`config.mk`:
```
export PLATFORM = sky130hd
export DESIGN_NAME = crr_adj
export DESIGN_NICKNAME = d
export VERILOG_FILES = /design/src/rtl/core/crr_pkg.sv /design/src/rtl/core/crr_adj.sv
export SDC_FILE = /design/constraint.sdc
export NUM_CORES = 1
export LEC_CHECK = 0
export BUFFER_PORTS_ARGS = -buffer_cell sky130_fd_sc_hd__buf_2
export CORE_MARGIN = 2
export CORE_UTILIZATION = 60
export CTS_CLUSTER_SIZE = 8
export DETAILED_ROUTE_END_ITERATION = 12
export GPL_ROUTABILITY_DRIVEN = 0
export GPL_TIMING_DRIVEN = 1
export MAX_ROUTING_LAYER = met4
export PLACE_DENSITY = 0.77
export SYNTH_ARGS = -nofsm -noshare
export SYNTH_HDL_FRONTEND = slang
export SYNTH_SLANG_ARGS = --single-unit
```
`constraint.sdc`:
```
create_clock -name clk -period 3.3 [get_ports clk]
set_input_delay 0.66 -clock clk [delete_from_list [all_inputs] [get_ports clk]]
set_output_delay 0.66 -clock clk [all_outputs]
set_load 0.01 [all_outputs]
```
`src/rtl/core/crr_pkg.sv`:
```
// shared types, constants and helper functions of the cops and robbers solver
package crr_pkg;

  localparam int MAX_NODES = 16;
  localparam int MAX_TEAM  = 3;
  localparam int POS_W     = $clog2(MAX_NODES);
  localparam int CNT_W     = $clog2(MAX_NODES + 1);
  localparam int KCNT_W    = 2;
  localparam int SA_W      = POS_W * (MAX_TEAM + 1);
  localparam int CFG_CAP_1 = MAX_NODES;
  localparam int CFG_CAP_2 = CFG_CAP_1 * (MAX_NODES + 1) / 2;
  localparam int CFG_CAP_3 = CFG_CAP_2 * (MAX_NODES + 2) / 3;
  localparam int CFG_CAP_4 = CFG_CAP_3 * (MAX_NODES + 3) / 4;
  localparam int CFG_CAP   = (MAX_TEAM <= 1) ? CFG_CAP_1 :
                             (MAX_TEAM == 2) ? CFG_CAP_2 :
                             (MAX_TEAM == 3) ? CFG_CAP_3 : CFG_CAP_4;
  localparam int QDEPTH    = 2 * CFG_CAP * MAX_NODES;
  localparam int QP_W      = $clog2(QDEPTH + 1);

  typedef logic [POS_W-1:0]     pos_t;
  typedef logic [POS_W:0]       wpos_t;
  typedef logic [MAX_NODES-1:0] mask_t;
  typedef logic [CNT_W-1:0]     cnt_t;
  typedef logic [KCNT_W-1:0]    kcnt_t;
  typedef logic [SA_W-1:0]      saddr_t;
  typedef logic [QP_W-1:0]      qptr_t;
  typedef pos_t  [MAX_TEAM-1:0] team_t;
  typedef mask_t [MAX_TEAM-1:0] tmask_t;

  typedef enum logic [1:0] {
    MODE_ADD   = 2'd0,
    MODE_SOLVE = 2'd1,
    MODE_CLEAR = 2'd2
  } mode_t;

  localparam logic CFG_NODE_COUNT = 1'b0;
  localparam logic CFG_COP_COUNT  = 1'b1;

  typedef struct packed {
    logic ctw;
    logic rtw;
    cnt_t cnt;
  } st_word_t;

  typedef struct packed {
    logic   rob;
    saddr_t addr;
  } qent_t;

  typedef struct packed {
    logic add;
    logic clear;
    pos_t a;
    pos_t b;
  } edge_req_t;

  typedef struct packed {
    logic valid;
    logic win;
    pos_t pos;
    logic last;
  } res_t;

  typedef struct packed {
    logic  done;
    team_t team;
  } tstep_t;

  typedef struct packed {
    logic hit;
    pos_t pos;
  } nbit_t;

  function automatic mask_t onehot(pos_t p);
    return mask_t'(1) << p;
  endfunction

  function automatic mask_t live_mask(cnt_t n);
    logic [MAX_NODES:0] full;
    full = ((MAX_NODES+1)'(1) << n) - (MAX_NODES+1)'(1);
    return full[MAX_NODES-1:0];
  endfunction

  function automatic pos_t lowbit(mask_t m);
    pos_t res;
    res = '0;
    for (int i = MAX_NODES - 1; i >= 0; i--) begin
      if (m[i]) res = pos_t'(i);
    end
    return res;
  endfunction

  function automatic cnt_t popcnt(mask_t m);
    cnt_t s;
    s = '0;
    for (int i = 0; i < MAX_NODES; i++) s = s + cnt_t'(m[i]);
    return s;
  endfunction

  // first set bit strictly above v
  function automatic nbit_t next_above(mask_t m, pos_t v);
    mask_t hi;
    nbit_t res;
    hi = m & ~((mask_t'(2) << v) - mask_t'(1));
    res.hit = |hi;
    res.pos = lowbit(hi);
    return res;
  endfunction

  function automatic saddr_t st_addr(team_t t, pos_t r);
    return {t, r};
  endfunction

  // next sorted team in lexicographic order, unused digits stay zero
  function automatic tstep_t team_next(team_t d, cnt_t n, kcnt_t k);
    tstep_t res;
    logic   found;
    pos_t   top;
    pos_t   bump;
    res.team = d;
    found = 1'b0;
    top = pos_t'(n - cnt_t'(1));
    bump = '0;
    for (int p = MAX_TEAM - 1; p >= 0; p--) begin
      if (!found && p < int'(k) && d[p] != top) begin
        found = 1'b1;
        bump = d[p] + pos_t'(1);
        for (int i = 0; i < MAX_TEAM; i++) begin
          if (i >= p && i < int'(k)) res.team[i] = bump;
        end
      end
    end
    res.done = !found;
    return res;
  endfunction

  // sort the active cop positions, unused slots come out as zero at the end
  function automatic team_t sort_moves(team_t v, kcnt_t k);
    wpos_t w [MAX_TEAM];
    wpos_t tmp;
    team_t res;
    for (int i = 0; i < MAX_TEAM; i++) begin
      w[i] = (i < int'(k)) ? {1'b0, v[i]} : wpos_t'(MAX_NODES);
    end
    for (int a = 0; a < MAX_TEAM - 1; a++) begin
      for (int b = 0; b < MAX_TEAM - 1 - a; b++) begin
        if (w[b] > w[b+1]) begin
          tmp = w[b];
          w[b] = w[b+1];
          w[b+1] = tmp;
        end
      end
    end
    for (int i = 0; i < MAX_TEAM; i++) begin
      res[i] = w[i][POS_W] ? '0 : w[i][POS_W-1:0];
    end
    return res;
  endfunction

endpackage

```
`src/rtl/core/crr_adj.sv`:
```
// adjacency store of the graph, one neighbor mask per node
module crr_adj import crr_pkg::*; (
  input  logic      clk,
  input  logic      rst_n,
  input  edge_req_t req,
  input  pos_t      rd_addr,
  output mask_t     rd_row
);

  mask_t adj_r [MAX_NODES];

  always_ff @(posedge clk) begin
    if (!rst_n || req.clear) begin
      for (int i = 0; i < MAX_NODES; i++) adj_r[i] <= '0;
    end else if (req.add && req.a != req.b) begin
      adj_r[req.a] <= adj_r[req.a] | onehot(req.b);
      adj_r[req.b] <= adj_r[req.b] | onehot(req.a);
    end
  end

  assign rd_row = adj_r[rd_addr];

endmodule

```
==> results.yml, run 1 <==
die:
  ios: 32
  die_w_um: 170
  rows: 60
  initial_core_util: 0.612
  die_area_um2: 28900
  die_h_um: 170
  placeableCoreArea_um2: 27000
cells_and_area:
  final_common_cell: "o22ai_1"
  layout_common_cells: "273 x o22ai_1, 256 x edfxtp_1, 174 x mux4_2, 124 x buf_4, 90 x mux2i_1"
  fill_cells: 1834
  drive_above_1_share: 0.359
  largest_register_ffs: 256
  area_growth_syn_to_layout_pct: 12.4
  reg.largest.list: "adj_r x256"
  fin_nets: 1226
  regMostFlops: "adj_r"
  utilization: 0.687
routing:
  routed_wl_um: 58900
  routed_via_density: 8.55
  drc: 0
  first_pass_iters: 5
  drtIter0Drc: 2429
  antenna_left: 0
  wl_per_cell_um: 37.9
  vias: 13300
sta:
  final-hold-violation-count: 0
  tns_ns: 0
  fin_ws_ns: 0.279
  fmax_ghz: 0.331
  final-max-slew-violation-count: 0
  hold_slack_ns: 0.863
  rsz0062_at_grt: "false"
  tightest_slew_ns: 0.789
  slew_headroom: 0.472
  setup-violations-final: 0
  clock_skew_ns: 0.0253
  timing.final.crit_period_ns: 3.02
  period_share: 0.915
flow_run:
  maxCapViolCount: 0
logic_synthesis:
  ys_seq_area_frac: 0.465
  synthCells: 1143
  synth-seq-cells: 256
  syn_nets: 1159
  synth_edf_count: 256
  yosys_warnings: 0
  synth_top_flop_cell: "edfxtp_1"
  syn_avg_cell_area_um2: 14.5
  async_reset_ff_frac: 0
  ys_types: 42
  syn_area_um2: 16500
outcome:
  outcome: "finished, final reports clean"
placement:
  dp_hpwl_um: 38200
  io_buffers: 31
  place_ws_ns: 0.319
worst_hold_path:
  hp-class: "input port to flip-flop"
setup_path:
  cp_max_fo: 64
  reg2reg_slack_ns: 0.95
  path_cells: "buf_2 > buf_12 > mux4_2 > mux4_2 > buf_2"
  slowest_stage: "mux4_2"
  timing.critical_path.buf_inv: 3
  worstSetupPathType: "input port to primary output"
  cp_top_family: "multiplexers"
  worstPathArrival_ns: 2.36
  max_stage_delay_ns: 0.52
  startpoint_type: "input port"
  critPathRequiredTime_ns: 2.64
  critPathCaptureType: "primary output"
pwr:
  vdd_ir_drop_max_mv: 0.411
  p_int_mw: 6.41
  p_clk_frac: 0.390
  swShare: 0.265
  pwr-share-comb: 0.167
  leakagePower_nw: 6.51
  powerDensity_nw_per_um2: 470
  power.switching_mw: 2.32
  p_seq_frac: 0.443
clocking:
  ctsLongestPathBuffers: 3
  cts_hold_buf: 0
  h-tree-depth: 2
  clk_pin_slew_ns: 0.05
  cts_setup_buffers: 0
  numCtsBuffers: 37
  worstSkewPairLatency_ns: 0.53
  cts.repair.resized: 0
  cts_tree: "built"
  cts_root_buf: "clkbuf_16"
  clock_sinks: 256
grt:
  grt_pass1_vias: 13600
  grt-ovfl-total: 0
  grt_max_degree: 65
  grt_pass1_wl_um: 86900
  antenna_found_initial: 2
  grt_usage: 0.432
==> synthesized netlist by cell type, types with 10 or more instances <==
master	instances	area, µm²
nor2_1	32	120
clkbuf_1	26	97.6
edfxtp_1	256	7690
nand2_2	10	62.6
mux2i_1	90	901
nor2b_1	11	68.8
buf_2	75	375
a211oi_2	16	200
buf_6	13	146
nand3_1	18	90.1
o22ai_1	273	1710
buf_4	21	158
mux4_2	174	3920
o221ai_1	11	96.3
nand2_1	39	146
and2_1	12	75.1
==> tightest hold or removal path: stages <==
cell,delay [ns]
buf_2,0.08
nor2b_1,0.03
buf_4,0.20
nand3_1,0.23
==> kinds of logic (layout without fill, tap and decap cells) <==
logic type | count (synthesis) | after routing | share of synthesized area
compound gates | 324 | 324 | 0.142
mux | 271 | 271 | 0.298
flops | 256 | 256 | 0.465
simple gates | 145 | 145 | 0.0440
buf+inv | 143 | 211 | 0.0489
xor+xnor | 4 | 4 | 0.00212
other cells | 0 | 2 | 0
==> routing by layer <==
layer,routed length [µm],vias up,GRT usage
met5,0,-,-
met4,4720,0,0.268
met3,9730,378,0.135
met2,26400,1440,0.635
met1,18100,6404,0.526
li1,-,5060,-
==> power by group through the flow <==
stage / registers (mW) / clock network, mW / logic, mW
2_1_floorplan: 3.86 / 0 / 0.982
3_5_place_dp: 3.92 / 0 / 1.41
6_report: 3.86 / 3.40 / 1.46
5_1_grt: 3.87 / 3.50 / 1.50
4_1_cts: 3.86 / 3.38 / 1.42
3_3_place_gp: 3.90 / 0 / 1.38
==> metrics by stage <==
step / instance area, µm² / instances / total power, mW
finish: 18600 / 1554 / 8.73
global route: 18600 / 1554 / 8.88
CTS: 18600 / 1552 / 8.65
detailed placement: 17600 / 1512 / 5.32
global placement: 17600 / 1512 / 5.29
floorplan: 16500 / 1143 / 4.84
==> final cells by class <==
cell class                      count  area (µm²)  area share
Clock buffer                       39         976      0.0525
Timing Repair Buffer              171        1440      0.0777
Tap cell                          341         427      0.0230
Multi-Input combinational cell    744        8030       0.432
Clock inverter                      1        8.76    0.000471
Sequential cell                   256        7690       0.414
Antenna cell                        2        5.00    0.000269
==> final timing paths <==
path | endpoint | startpoint | cells after the start
setup / recovery | rd_row[7] | rd_addr[1] | 5
hold / removal | adj_r[15][14]$_DFFE_PP_ | req[8] | 4
setup reg to reg | adj_r[6][7]$_DFFE_PP_ | adj_r[12][7]$_DFFE_PP_ | 4
hold reg to reg | adj_r[14][1]$_DFFE_PP_ | adj_r[15][1]$_DFFE_PP_ | 4
Power figures use the tool's default switching activity.
==> run 2: changes to the inputs <==
--- a/config.mk
+++ b/config.mk
@@ -7,13 +7,13 @@
 export LEC_CHECK = 0
 export BUFFER_PORTS_ARGS = -buffer_cell sky130_fd_sc_hd__buf_2
 export CORE_MARGIN = 2
-export CORE_UTILIZATION = 60
+export CORE_UTILIZATION = 55
 export CTS_CLUSTER_SIZE = 8
 export DETAILED_ROUTE_END_ITERATION = 12
 export GPL_ROUTABILITY_DRIVEN = 0
 export GPL_TIMING_DRIVEN = 1
 export MAX_ROUTING_LAYER = met4
-export PLACE_DENSITY = 0.77
+export PLACE_DENSITY = 0.71
 export SYNTH_ARGS = -nofsm -noshare
 export SYNTH_HDL_FRONTEND = slang
 export SYNTH_SLANG_ARGS = --single-unit
==> constraint.sdc (replaced) <==
create_clock -name clk -period 3.6 [get_ports clk]
set_input_delay 0.72 -clock clk [delete_from_list [all_inputs] [get_ports clk]]
set_output_delay 0.72 -clock clk [all_outputs]
set_load 0.01 [all_outputs]
==> results.yml, run 2 (same netlist as run 1, synthesis figures left out) <==
setup_path:
  worstPathArrival_ns: 2.51
  reg2reg_slack_ns: 1.01
  startpoint_type: "input port"
  crit_end: "rd_row[14]"
  critPathRequiredTime_ns: 2.88
  cp_max_fo: 22
  reg2reg_from: "adj_r[15][7]$_DFFE_PP_"
  worstSetupPathType: "input port to primary output"
  startpoint: "rd_addr[0]"
  critPathCaptureType: "primary output"
  rr_endpoint: "adj_r[2][7]$_DFFE_PP_"
  reg2reg_depth: 4
placement:
  dp.cells: 1555
  placed_area_um2: 17500
  io_buffers: 31
  dp_hpwl_um: 39200
grt:
  grt-ovfl-total: 0
  grt_max_degree: 65
  antenna_found_initial: 2
  grt_pass1_vias: 13500
  grt_pass1_wl_um: 90900
  grt_usage: 0.420
pwr:
  p_seq_frac: 0.440
  powerDensity_nw_per_um2: 435
  vdd_ir_drop_max_mv: 0.388
  power.switching_mw: 2.19
  p_int_mw: 5.88
  pwr-share-comb: 0.163
  p_clk_frac: 0.397
  leakagePower_nw: 6.45
  power_mw: 8.07
  swShare: 0.272
flow_run:
  maxCapViolCount: 0
cells_and_area:
  drive_above_1_share: 0.357
  fin_cells: 1601
  layout_common_cells: "273 x o22ai_1, 256 x edfxtp_1, 174 x mux4_2, 126 x buf_4, 90 x mux2i_1"
  largest_register_ffs: 256
  fin_area_um2: 18500
  regMostFlops: "adj_r"
  reg.largest.list: "adj_r x256"
  fin_nets: 1221
  area_growth_syn_to_layout_pct: 12.1
  final_common_cell: "o22ai_1"
routing:
  first_pass_iters: 6
  routed_via_density: 8.34
  wl_per_cell_um: 39.0
  antenna_left: 0
  routed_wl_um: 62400
  vias: 13400
  drtIter0Drc: 2445
  drc: 0
sta:
  fmax_ghz: 0.309
  final-hold-violation-count: 0
  tns_ns: 0
  rsz0062_at_grt: "false"
  clock_skew_ns: 0.0229
  slew_headroom: 0.423
  tightest_slew_ns: 0.862
  setup-violations-final: 0
  period_share: 0.899
  timing.final.crit_period_ns: 3.23
  final-max-slew-violation-count: 0
clocking:
  cts_hold_buf: 0
  numCtsBuffers: 38
  h-tree-depth: 2
  ctsLongestPathBuffers: 3
  cts_tree: "built"
  clock_sinks: 256
  cts_root_buf: "clkbuf_16"
  worstSkewPairLatency_ns: 0.54
  cts_setup_buffers: 0
  clk_pin_slew_ns: 0.05
  cts.repair.resized: 0
die:
  die_w_um: 177
  ios: 32
  die_area_um2: 31500
  placeableCoreArea_um2: 29600
  initial_core_util: 0.558
  die_h_um: 177
  rows: 63
worst_hold_path:
  hp-class: "input port to flip-flop"
outcome:
  outcome: "finished, final reports clean"
-- run 2: final cells by class --
class / count / area [µm²]
Tap cell: 390 / 488
Clock buffer: 39 / 976
Antenna cell: 3 / 7.51
Timing Repair Buffer: 165 / 1300
Fill cell: 2230 / 11100
Clock inverter: 4 / 45.0
Sequential cell: 256 / 7690
Multi-Input combinational cell: 744 / 8030
-- run 2: how the worst min path moves through the flow --
stage                                      start                 endpoint  cells past startpoint
after global placement    adj_r[8][13]$_DFFE_PP_  adj_r[14][13]$_DFFE_PP_                      4
after detailed placement  adj_r[8][13]$_DFFE_PP_  adj_r[14][13]$_DFFE_PP_                      4
after floorplan           adj_r[8][12]$_DFFE_PP_  adj_r[14][12]$_DFFE_PP_                      4
final                                     req[8]  adj_r[11][12]$_DFFE_PP_                      4
after global routing                      req[8]  adj_r[11][11]$_DFFE_PP_                      4
after CTS                                 req[8]  adj_r[11][13]$_DFFE_PP_                      4
-- run 2: worst max-delay path, stage by stage --
cell and delay [ns]:
buf_4 0.24, buf_12 0.26, mux4_2 0.58, mux4_2 0.51
buf_2 0.17
-- run 2: power groups by stage --
stage	Clock [mW]	Sequential (mW)	Combinational [mW]
after floorplan	0	3.54	0.900
after global placement	0	3.59	1.26
after detailed placement	0	3.60	1.27
after CTS	3.18	3.54	1.28
after global routing	3.31	3.56	1.36
final	3.20	3.55	1.32
-- run 2: per-layer routing --
metal | up-vias | global-route usage | share of wire
met2 | 1392 | 0.594 | 0.43
met4 | 0 | 0.262 | 0.081
met3 | 390 | 0.163 | 0.17
met1 | 6529 | 0.507 | 0.32
li1 | 5044 | - | -
met5 | - | - | 0
-- run 2: per-stage QoR --
step                hold WS [ns]  setup slack, ns   util
global placement           0.921            0.405  0.591
finish                     0.915            0.365  0.625
detailed placement         0.937            0.418  0.591
global route               0.958            0.334  0.625
CTS                        0.917            0.387  0.625
floorplan                  0.843            0.446      -
==> run 3: changes to the inputs <==
==> constraint.sdc (replaced) <==
create_clock -name clk -period 3.45 [get_ports clk]
set_input_delay 0.69 -clock clk [delete_from_list [all_inputs] [get_ports clk]]
set_output_delay 0.69 -clock clk [all_outputs]
set_load 0.01 [all_outputs]
==> results.yml, run 3 (same netlist as run 1, synthesis figures left out) <==
clocking:
  ctsLongestPathBuffers: 3
  h-tree-depth: 2
  clk_pin_slew_ns: 0.05
  clock_sinks: 256
  cts_hold_buf: 0
  cts_setup_buffers: 0
  worstSkewPairLatency_ns: 0.53
  cts.repair.resized: 0
  cts_tree: "built"
  numCtsBuffers: 37
  cts_root_buf: "clkbuf_16"
grt:
  met3_usage: 0.113
  grt-ovfl-total: 0
  grt_pass1_vias: 13200
  grt_max_degree: 65
  grt_usage: 0.400
  met1_usage: 0.515
  gr-usage-met2: 0.587
  antenna_found_initial: 0
  grt_pass1_wl_um: 86900
  grt_busiest_layer: "met2"
routing:
  routed_wl_um: 60000
  vias: 13100
  wl_per_cell_um: 37.5
  first_pass_iters: 5
  drtIter0Drc: 2235
  drc: 0
  routed_via_density: 8.18
  antenna_left: 0
sta:
  tightest_slew_ns: 1.05
  period_share: 0.904
  tns_ns: 0
  slew_headroom: 0.297
  timing.final.crit_period_ns: 3.12
  fmax_ghz: 0.320
  hold_slack_ns: 0.909
  final-max-slew-violation-count: 0
  setup-violations-final: 0
  final-hold-violation-count: 0
  rsz0062_at_grt: "false"
  clock_skew_ns: 0.0193
die:
  die_h_um: 177
  placeableCoreArea_um2: 29600
  die_w_um: 177
  initial_core_util: 0.558
  die_area_um2: 31500
  ios: 32
  rows: 63
cells_and_area:
  reg.largest.list: "adj_r x256"
  largest_register_ffs: 256
  layout_common_cells: "273 x o22ai_1, 256 x edfxtp_1, 174 x mux4_2, 132 x buf_4, 90 x mux2i_1"
  drive_above_1_share: 0.360
  num_antenna_cells: 0
  area_growth_syn_to_layout_pct: 12.3
  fin_nets: 1227
  final_common_cell: "o22ai_1"
  utilization: 0.626
  fill_cells: 2213
  fin_cells: 1602
  regMostFlops: "adj_r"
pwr:
  pwr-share-comb: 0.166
  power.switching_mw: 2.23
  p_seq_frac: 0.443
  vdd_ir_drop_max_mv: 0.374
  p_int_mw: 6.12
  powerDensity_nw_per_um2: 450
  p_clk_frac: 0.392
  leakagePower_nw: 6.48
  swShare: 0.267
placement:
  io_buffers: 31
  dp.cells: 1562
  dp_hpwl_um: 39200
worst_hold_path:
  hp-class: "input port to flip-flop"
setup_path:
  critPathCaptureType: "primary output"
  worstSetupPathType: "input port to primary output"
  critPathRequiredTime_ns: 2.76
  cp_max_fo: 28
  worstPathArrival_ns: 2.43
  startpoint_type: "input port"
outcome:
  outcome: "finished, final reports clean"
flow_run:
  maxCapViolCount: 0
-- run 3: changes by cell type in the layout (fill, tap and decap cells not counted) --
cell,delta
buf_12,+1
buf_4,+6
clkinv_1,-1
clkinv_4,-1
clkinv_8,-2
diode_2,-3
inv_6,+1
-- run 3: per-stage QoR --
stage	power, mW	instance area (µm²)	worst slack, ns
after global routing	8.50	18600	0.303
after CTS	8.30	18600	0.335
after detailed placement	5.09	17600	0.302
after global placement	5.05	17600	0.308
after floorplan	4.63	16500	0.356
final	8.34	18600	0.330
-- run 3: worst paths after layout --
check                    startpoint                endpoint  slack (ns)  cells after the start
max                      rd_addr[0]               rd_row[7]        0.33                      5
min                          req[8]  adj_r[2][13]$_DFFE_PP_        0.91                      5
max reg2reg   adj_r[3][2]$_DFFE_PP_   adj_r[3][2]$_DFFE_PP_        1.15                      6
min reg2reg  adj_r[15][9]$_DFFE_PP_   adj_r[8][9]$_DFFE_PP_        1.08                      4
-- run 3: worst max-delay path: stages --
cell and delay [ns]:
buf_4 0.11, buf_12 0.24, mux4_2 0.62, mux4_2 0.53, buf_2 0.16
-- run 3: layout make-up --
cell class	count	area, µm²	area share
Multi-Input combinational cell	744	8030	0.433
Sequential cell	256	7690	0.414
Timing Repair Buffer	172	1360	0.0734
Clock buffer	39	976	0.0526
Tap cell	390	488	0.0263
Clock inverter	1	8.76	0.000472
-- run 3: power by group through the flow --
stage               clock (mW)  combinational (mW)  sequential [mW]
floorplan                    0               0.939             3.69
global placement             0                1.32             3.73
detailed placement           0                1.34             3.74
CTS                       3.26                1.35             3.69
global route              3.37                1.43             3.70
finish                    3.27                1.38             3.69
-- run 3: per-layer routing --
| layer | vias up | routed length, µm |
|---|---|---|
| met4 | 0 | 3600 |
| met2 | 1356 | 27000 |
| met1 | 6410 | 19600 |
| met5 | - | 0 |
| met3 | 288 | 9830 |
| li1 | 5046 | - |
